**src/hdl/srw_pkg.sv**
```systemverilog
// ----------------------------------------------------------------------------
// srw_pkg
// Shared widths, codes and constants of the sequence reorder window.
// ----------------------------------------------------------------------------
`default_nettype none

package srw_pkg;

  // field widths
  localparam int unsigned SeqW     = 32;
  localparam int unsigned HandleW  = 16;
  localparam int unsigned LenW     = 11;
  localparam int unsigned TimeoutW = 24;

  // input item opcodes
  localparam logic OpArrival = 1'b0;
  localparam logic OpTick    = 1'b1;

  // most releases caused by one item
  localparam int unsigned MaxResults = 32;
  localparam int unsigned CountW     = $clog2(MaxResults + 1);

  // idle counter saturation value and timeout reset value
  localparam logic [TimeoutW-1:0] IdleMax      = '1;
  localparam logic [TimeoutW-1:0] TimeoutReset = 24'd1000;

endpackage

`default_nettype wire

```
**src/hdl/srw_ram.sv**
```systemverilog
// ----------------------------------------------------------------------------
// srw_ram
// Generic simple dual-port RAM, one write port and one registered read port.
// ----------------------------------------------------------------------------
`default_nettype none

module srw_ram #(
  parameter int unsigned WIDTH = 8,
  parameter int unsigned DEPTH = 32
) (
  input  wire                           clk_i,
  input  wire                           we_i,
  input  wire [$clog2(DEPTH)-1:0]       waddr_i,
  input  wire [WIDTH-1:0]               wdata_i,
  input  wire                           re_i,
  input  wire [$clog2(DEPTH)-1:0]       raddr_i,
  output logic [WIDTH-1:0]              rdata_o
);

  logic [WIDTH-1:0] mem_q [DEPTH];

  // write port
  always_ff @(posedge clk_i) begin
    if (we_i) begin
      mem_q[waddr_i] <= wdata_i;
    end
  end

  // registered read port
  always_ff @(posedge clk_i) begin
    if (re_i) begin
      rdata_o <= mem_q[raddr_i];
    end
  end

endmodule

`default_nettype wire

```
**src/hdl/sequence_reorder_window.sv**
```systemverilog
// ----------------------------------------------------------------------------
// sequence_reorder_window
// Reorder window for sequence-numbered packet descriptors with idle timeout.
// ----------------------------------------------------------------------------
// Usage:
//   An item (arrival or tick) is taken when start is high and busy is low.
//   An arrival within WINDOW of the expected number is stored in its slot if
//   that slot is free; otherwise it is dropped. A tick raises the idle count
//   and, past timeout_ticks, skips the missing expected number.
//   After each item, ready slots are released in order, at most 32 per item.
//   Each release appears on the result ports for one cycle with
//   result_valid_o high; last_of_run_o marks the final one of the item.
//   The receiver cannot stall, so results are never held back.
// Sequence:
//   StIdle takes the item, StArrive or StTick stores or checks the timeout,
//   then StDrain reads the slot storage and StEmit outputs, per released
//   packet; with nothing released StDrain returns to StIdle. This walk is
//   set by the single read port of the slot storage, one slot at a time.
// Reset:
//   Expected number, idle count and all slot ready flags clear at once;
//   timeout_ticks returns to 1000. No clearing pass is needed.
// Configuration:
//   timeout_ticks is written over cfg_valid_i/cfg_ready_o, ready only when
//   idle with no item offered.
// ----------------------------------------------------------------------------
`default_nettype none

module sequence_reorder_window
  import srw_pkg::*;
#(
  parameter int unsigned WINDOW = 32
) (
  input  wire                 clk_i,
  input  wire                 rst_ni,
  // command channel
  input  wire                 start,
  output logic                busy,
  input  wire                 opcode_i,
  input  wire [SeqW-1:0]      seq_in_i,
  input  wire [HandleW-1:0]   buf_handle_in_i,
  input  wire [LenW-1:0]      pkt_len_in_i,
  // configuration channel
  input  wire                 cfg_valid_i,
  output logic                cfg_ready_o,
  input  wire [TimeoutW-1:0]  cfg_data_i,
  // result channel
  output logic                result_valid_o,
  output logic [SeqW-1:0]     seq_out_o,
  output logic [HandleW-1:0]  buf_handle_out_o,
  output logic [LenW-1:0]     pkt_len_out_o,
  output logic                last_of_run_o
);

  localparam int unsigned SlotW = $clog2(WINDOW);
  localparam int unsigned DataW = HandleW + LenW;
  localparam logic [SlotW-1:0] LastSlot = SlotW'(WINDOW - 1);
  localparam logic [SlotW:0]   WindowX  = (SlotW + 1)'(WINDOW);

  typedef enum logic [2:0] {
    StIdle,
    StArrive,
    StTick,
    StDrain,
    StEmit
  } state_e;

  state_e                state_q;
  logic [SeqW-1:0]       exp_q;
  logic [SlotW-1:0]      exp_slot_q;
  logic [WINDOW-1:0]     ready_q;
  logic [TimeoutW-1:0]   idle_q;
  logic [TimeoutW-1:0]   timeout_q;
  logic [CountW-1:0]     cnt_q;
  logic [SeqW-1:0]       in_seq_q;
  logic [HandleW-1:0]    in_handle_q;
  logic [LenW-1:0]       in_len_q;
  logic [SeqW-1:0]       out_seq_q;

  logic [SeqW:0]         diff;
  logic                  in_win;
  logic [SlotW:0]        slot_sum;
  logic [SlotW-1:0]      arr_slot;
  logic                  store_ok;
  logic [TimeoutW-1:0]   idle_inc;
  logic                  skip;
  logic                  rel_ok;
  logic                  last;
  logic [SlotW-1:0]      exp_slot_next;
  logic [DataW-1:0]      rd_data;

  // slot of the number after the expected one, 2^32 wrap restarts at slot 0
  assign exp_slot_next = (exp_q == '1 || exp_slot_q == LastSlot) ? '0
                                                                 : exp_slot_q + 1'b1;

  // arrival: modular distance, borrow flags a wrap past 2^32
  assign diff     = {1'b0, in_seq_q} - {1'b0, exp_q};
  assign in_win   = diff[SeqW-1:0] < SeqW'(WINDOW);
  assign slot_sum = {1'b0, exp_slot_q} + {1'b0, diff[SlotW-1:0]};
  always_comb begin
    if (diff[SeqW]) begin
      // wrapped: the sequence number itself is below the window size
      arr_slot = in_seq_q[SlotW-1:0];
    end else if (slot_sum >= WindowX) begin
      arr_slot = SlotW'(slot_sum - WindowX);
    end else begin
      arr_slot = slot_sum[SlotW-1:0];
    end
  end
  assign store_ok = (state_q == StArrive) && in_win && !ready_q[arr_slot];

  // tick: saturating idle count and timeout check
  assign idle_inc = (idle_q == IdleMax) ? idle_q : idle_q + 1'b1;
  assign skip     = (idle_inc > timeout_q) && !ready_q[exp_slot_q];

  // release control
  assign rel_ok = ready_q[exp_slot_q] && (cnt_q < CountW'(MaxResults));
  assign last   = !rel_ok;

  // slot storage: handle and length
  srw_ram #(
    .WIDTH(DataW),
    .DEPTH(WINDOW)
  ) u_slot_ram (
    .clk_i  (clk_i),
    .we_i   (store_ok),
    .waddr_i(arr_slot),
    .wdata_i({in_len_q, in_handle_q}),
    .re_i   ((state_q == StDrain) && rel_ok),
    .raddr_i(exp_slot_q),
    .rdata_o(rd_data)
  );

  // sequencer
  always_ff @(posedge clk_i or negedge rst_ni) begin
    if (!rst_ni) begin
      state_q    <= StIdle;
      exp_q      <= '0;
      exp_slot_q <= '0;
      ready_q    <= '0;
      idle_q     <= '0;
      timeout_q  <= TimeoutReset;
      cnt_q      <= '0;
    end else begin
      if (cfg_valid_i && cfg_ready_o) begin
        timeout_q <= cfg_data_i;
      end
      case (state_q)
        StIdle: begin
          if (start) begin
            cnt_q   <= '0;
            state_q <= (opcode_i == OpTick) ? StTick : StArrive;
          end
        end
        StArrive: begin
          if (store_ok) begin
            ready_q[arr_slot] <= 1'b1;
          end
          state_q <= StDrain;
        end
        StTick: begin
          if (skip) begin
            exp_q      <= exp_q + 1'b1;
            exp_slot_q <= exp_slot_next;
            idle_q     <= '0;
          end else begin
            idle_q <= idle_inc;
          end
          state_q <= StDrain;
        end
        StDrain: begin
          if (rel_ok) begin
            ready_q[exp_slot_q] <= 1'b0;
            exp_q      <= exp_q + 1'b1;
            exp_slot_q <= exp_slot_next;
            idle_q     <= '0;
            cnt_q      <= cnt_q + 1'b1;
            state_q    <= StEmit;
          end else begin
            state_q <= StIdle;
          end
        end
        StEmit: begin
          state_q <= last ? StIdle : StDrain;
        end
        default: begin
          state_q <= StIdle;
        end
      endcase
    end
  end

  // payload registers
  always_ff @(posedge clk_i) begin
    if (state_q == StIdle && start) begin
      in_seq_q    <= seq_in_i;
      in_handle_q <= buf_handle_in_i;
      in_len_q    <= pkt_len_in_i;
    end
    if (state_q == StDrain) begin
      out_seq_q <= exp_q;
    end
  end

  // outputs
  assign busy             = (state_q != StIdle);
  assign cfg_ready_o      = (state_q == StIdle) && !start;
  assign result_valid_o   = (state_q == StEmit);
  assign seq_out_o        = out_seq_q;
  assign buf_handle_out_o = rd_data[HandleW-1:0];
  assign pkt_len_out_o    = rd_data[DataW-1:HandleW];
  assign last_of_run_o    = last;

endmodule

`default_nettype wire
```
**config.mk**
```make
export PLATFORM = sky130hd
export DESIGN_NAME = sequence_reorder_window
export DESIGN_NICKNAME = d
export VERILOG_FILES = /design/src/hdl/srw_pkg.sv /design/src/hdl/srw_ram.sv /design/src/hdl/sequence_reorder_window.sv
export SDC_FILE = /design/constraint.sdc
export NUM_CORES = 1
export LEC_CHECK = 0
export BUFFER_PORTS_ARGS = -buffer_cell sky130_fd_sc_hd__clkbuf_2
export CAP_MARGIN = 5
export CELL_PAD_IN_SITES_DETAIL_PLACEMENT = 0
export CELL_PAD_IN_SITES_GLOBAL_PLACEMENT = 1
export CORE_MARGIN = 4
export CORE_UTILIZATION = 40
export DETAILED_ROUTE_END_ITERATION = 10
export PLACE_DENSITY = 0.66
export SLEW_MARGIN = 20
export SYNTH_ARGS = -nofsm -noshare
export SYNTH_HDL_FRONTEND = slang
export SYNTH_SLANG_ARGS = --single-unit
```
**constraint.sdc**
```tcl
create_clock -name clk_i -period 5.9 [get_ports clk_i]
set_input_delay 0.295 -clock clk_i [delete_from_list [all_inputs] [get_ports clk_i]]
set_output_delay 0.295 -clock clk_i [all_outputs]
set_load 0.01 [all_outputs]
```
==> flow_results.org <==
** Global routing
- Number of global-route vias before repair :: 26800
- The initial antenna violation count is 2.
- Overall global routing resource usage :: 19.7%
- Maximum number of pins on one net before global-route repair :: 147
- The first global-routing pass estimated 179 mm of wire.
- Global routing finished with a remaining overflow of 0.

** Layout
- Share of post-route cells with drive strength above 1 :: 24.2%
- Area Growth Syn to Fin :: 17.9%
- For this run, the share of the core covered by cells in the final layout is 47.6%.
- Top library cells by usage in the layout, fill and taps aside :: 982 x sky130_fd_sc_hd__edfxtp_1, 240 x sky130_fd_sc_hd__mux4_2, 149 x sky130_fd_sc_hd__clkbuf_2
- At the end of the flow, the number of nets in the layout was 3148.
- Most common cell after layout, fill and taps aside :: sky130_fd_sc_hd__edfxtp_1
- Ant. Diodes :: 0

** CTS
- The root buffer cell chosen for the clock tree is sky130_fd_sc_hd__clkbuf_16.
- TritonCTS built the clock tree.
- Insertion delay of the later-clocked pin in the worst-skew pair :: 0.72 ns
- The clock passes through at most 3 buffers.
- Number of buffers created by CTS :: 115
- In this run the post-CTS setup repair buffer count came out at 0.
- Clock-pin slew on the worst setup and hold paths :: 0.07 ns
- Clock sink count :: 1108
- Hold repair after CTS inserted 87 buffers.
- The clock tree synthesis step divided the H-tree into 3 levels.
- # resized after CTS :: 0

** Placed design
- Placer congestion estimate :: 0.850
- The wire-length estimate of the detail-placed layout is 70.8 mm.
- Number of buffers added on ports :: 150

** Timing
- Normalized max-slew margin :: 29.2%
- Final Hold Fails :: 0
- Tcrit/Tclk final :: 88.7%
- Setup repair after global routing left no endpoint under its margin.
- TNS Setup :: 0 ns
- The count of final max-slew check failures is 0.
- For the pin with the worst max-slew slack, the measured transition is 1.06 ns.
- Derived from the worst setup path, the maximum achievable clock frequency is 0.191 GHz.
- Total setup violations reported at the end of the flow :: 0
- For the finished layout, the period the worst path requires is 5.23 ns.
- Across the routed clock network, the largest skew measured is 0.0502 ns.

** Run status
- Status :: complete, no violations

** Routing
- Post-DR vias/cell :: 5.72
- The routed layout has 26300 vias.
- Post-Route WL :: 120 mm
- Before antenna repair, the detailed router went through 5 iterations.
- Wirelength per Cell :: 26.1 um
- The detail route stage leaves a number of antenna-violating nets equal to 0.
- In the routed design, unresolved DRC markers number 0.
- DRC marker count from the first detailed-route iteration :: 2620

** Synthesis
- In this run, synthesis inferred 982 flip-flops with an integrated enable.
- Synth Cell Area :: 46300 um2
- Post-synthesis area per instance :: 17.3 um2
- Synth warnings :: 0
- For this run, the leading register cell type out of synthesis is sky130_fd_sc_hd__edfxtp_1.
- Synthesis-stage register bit count :: 1108
- Of the synthesized area, sequential elements account for 70.6%.
- For this run, asynchronously set or reset flops after synthesis account for 11.4%.
- Counting every net in the synthesized netlist gives 2827.
- Post-synthesis cell count :: 2669
- In this run, distinct cell masters in the synthesized netlist total 77.

** Critical path
- Worst reg-to-reg setup slack :: 0.67 ns
- At the worst endpoint, the arrival time is 5.81 ns.
- The worst setup path is launched from a register.
- Startpoint-to-endpoint class of the critical path :: register to register
- Critical path data required time :: 6.48 ns
- Capturing element type of the critical path :: register
- Largest fanout on the critical path :: 27

** Flow run
- Max-cap violations :: 0

** Floorplan
- Vert. Die Dim :: 348 um
- For this configuration, the core starts out at a cell density of 40.4%.
- Site row count :: 124
- The core region is 115000 um2.
- Number of placed I/O pins :: 151
- Area of the die :: 121000 um2
- The floorplan step set the die width to 348 um.

** Power and ir drop
- Summed over all cells, the static leakage comes to 18.1 nW.
- IR analysis of the VDD net gives a maximum drop of 0.383 mV.
- For this design the ratio of total power to cell area is 421 nW/um2.

** Hold path
- Worst hold path type :: input pin to asynchronous set/reset pin
## final timing paths
path / cells after the start / start / end
max: 21 / idle_q[16] / exp_q[1]
min: 2 / rst_ni / exp_q[15]
max reg2reg: 21 / idle_q[16] / exp_q[1]
min reg2reg: 0 / exp_q[16] / seq_out_o[16]
max in group asynchronous: 4 / rst_ni / timeout_q[9]
min in group clk_i: 2 / buf_handle_in_i[5] / in_handle_q[5]
## Yosys cell counts, drive strengths merged, types with 11 or more instances
library cell | count | share of area, %
mux4 | 240 | 12
edfxtp | 982 | 64
nor3 | 37 | 0.40
a31oi | 12 | 0.18
o21ai | 78 | 0.85
a211oi | 25 | 0.41
nand3 | 74 | 0.80
nand4 | 57 | 0.78
clkbuf | 94 | 0.77
and2 | 11 | 0.15
a21o | 11 | 0.18
dfrtp | 120 | 6.5
and3 | 14 | 0.19
nand2b | 16 | 0.22
xnor2 | 52 | 0.98
nor2 | 100 | 0.81
mux2 | 27 | 0.66
ha | 68 | 1.8
inv | 105 | 0.85
o22ai | 23 | 0.31
nand2 | 98 | 0.79
a21oi | 65 | 0.70
buf | 41 | 0.41
a22oi | 114 | 1.8
o211ai | 23 | 0.37
xor2 | 20 | 0.38
o21a | 12 | 0.19
nor4 | 22 | 0.36
## critical path, cell delays in order, from the launching register on
cell	delay, ns
sky130_fd_sc_hd__dfrtp_1	0.45
sky130_fd_sc_hd__and3_1	0.23
sky130_fd_sc_hd__and3_1	0.20
sky130_fd_sc_hd__and2_1	0.18
sky130_fd_sc_hd__nand4_1	0.10
sky130_fd_sc_hd__buf_4	0.18
sky130_fd_sc_hd__nor2b_1	0.39
sky130_fd_sc_hd__nand2_1	0.27
sky130_fd_sc_hd__nor3_1	0.41
sky130_fd_sc_hd__nand2_1	0.14
sky130_fd_sc_hd__xnor2_1	0.20
sky130_fd_sc_hd__ha_1	0.27
sky130_fd_sc_hd__nand3_1	0.09
sky130_fd_sc_hd__nand2_1	0.07
sky130_fd_sc_hd__a21o_1	0.18
sky130_fd_sc_hd__a21oi_1	0.12
sky130_fd_sc_hd__o21ai_0	0.11
sky130_fd_sc_hd__a2111oi_0	0.34
sky130_fd_sc_hd__a21oi_1	0.27
sky130_fd_sc_hd__o21ai_2	0.18
sky130_fd_sc_hd__buf_4	0.35
sky130_fd_sc_hd__mux2_2	0.37
## cell families (layout without fill, tap and decap cells)
group	after synthesis	in the layout	synth area share, %
fa+ha+maj	70	70	1.93
xor+xnor	72	72	1.36
compound gates	420	420	6.17
buf+inv	240	659	2.03
flops	1108	1108	70.6
mux	276	276	12.5
simple gates	483	483	5.42
## state kept, by name, summed over array words and instances, names as in the netlist
register and flops:
exp_q 32, state_q 3, timeout_q 24, seq_out_o 32, ready_q 32, in_seq_q 32
cnt_q 6, in_len_q 11, in_handle_q 16, u_slot_ram.mem_q 864, u_slot_ram.rdata_o 27, idle_q 24
exp_slot_q 5
## cell type report
| cell class | instances | area (um2) |
|---|---|---|
| Inverter | 105 | 397 |
| Fill cell | 9535 | 60100 |
| Clock inverter | 69 | 792 |
| Tap cell | 1512 | 1890 |
| Timing Repair Buffer | 339 | 2820 |
| Clock buffer | 146 | 3020 |
| Sequential cell | 1108 | 32700 |
| Multi-Input combinational cell | 1321 | 13000 |
## per-layer routing
layer	up-vias	GRT usage [%]	part of all wire, %
li1	11500	-	-
met1	13800	28.0	43
met2	893	32.5	49
met3	148	3.22	6.3
met4	2	4.24	1.9
met5	-	0	0.013
## per-stage QoR
step	hold slack, ns	worst slack [ns]	power (mW)	std cells	cell area, um2
floorplan	-0.000591	-0.0791	13.7	2669	46300
global placement	0.280	0.658	15.7	4291	49700
detailed placement	0.288	0.633	15.8	4291	49700
CTS	0.0897	0.632	23.2	4593	54400
global route	0.136	0.200	24.0	4600	54500
finish	0.118	0.668	23.0	4600	54500
## where the power goes
| part | total, mW | switching (mW) | internal, mW |
|---|---|---|---|
| combinational | 6.11 | 3.61 | 2.49 |
| sequential | 9.56 | 0.426 | 9.13 |
| clock | 7.30 | 3.05 | 4.25 |
(Power assumes the default switching activity.)
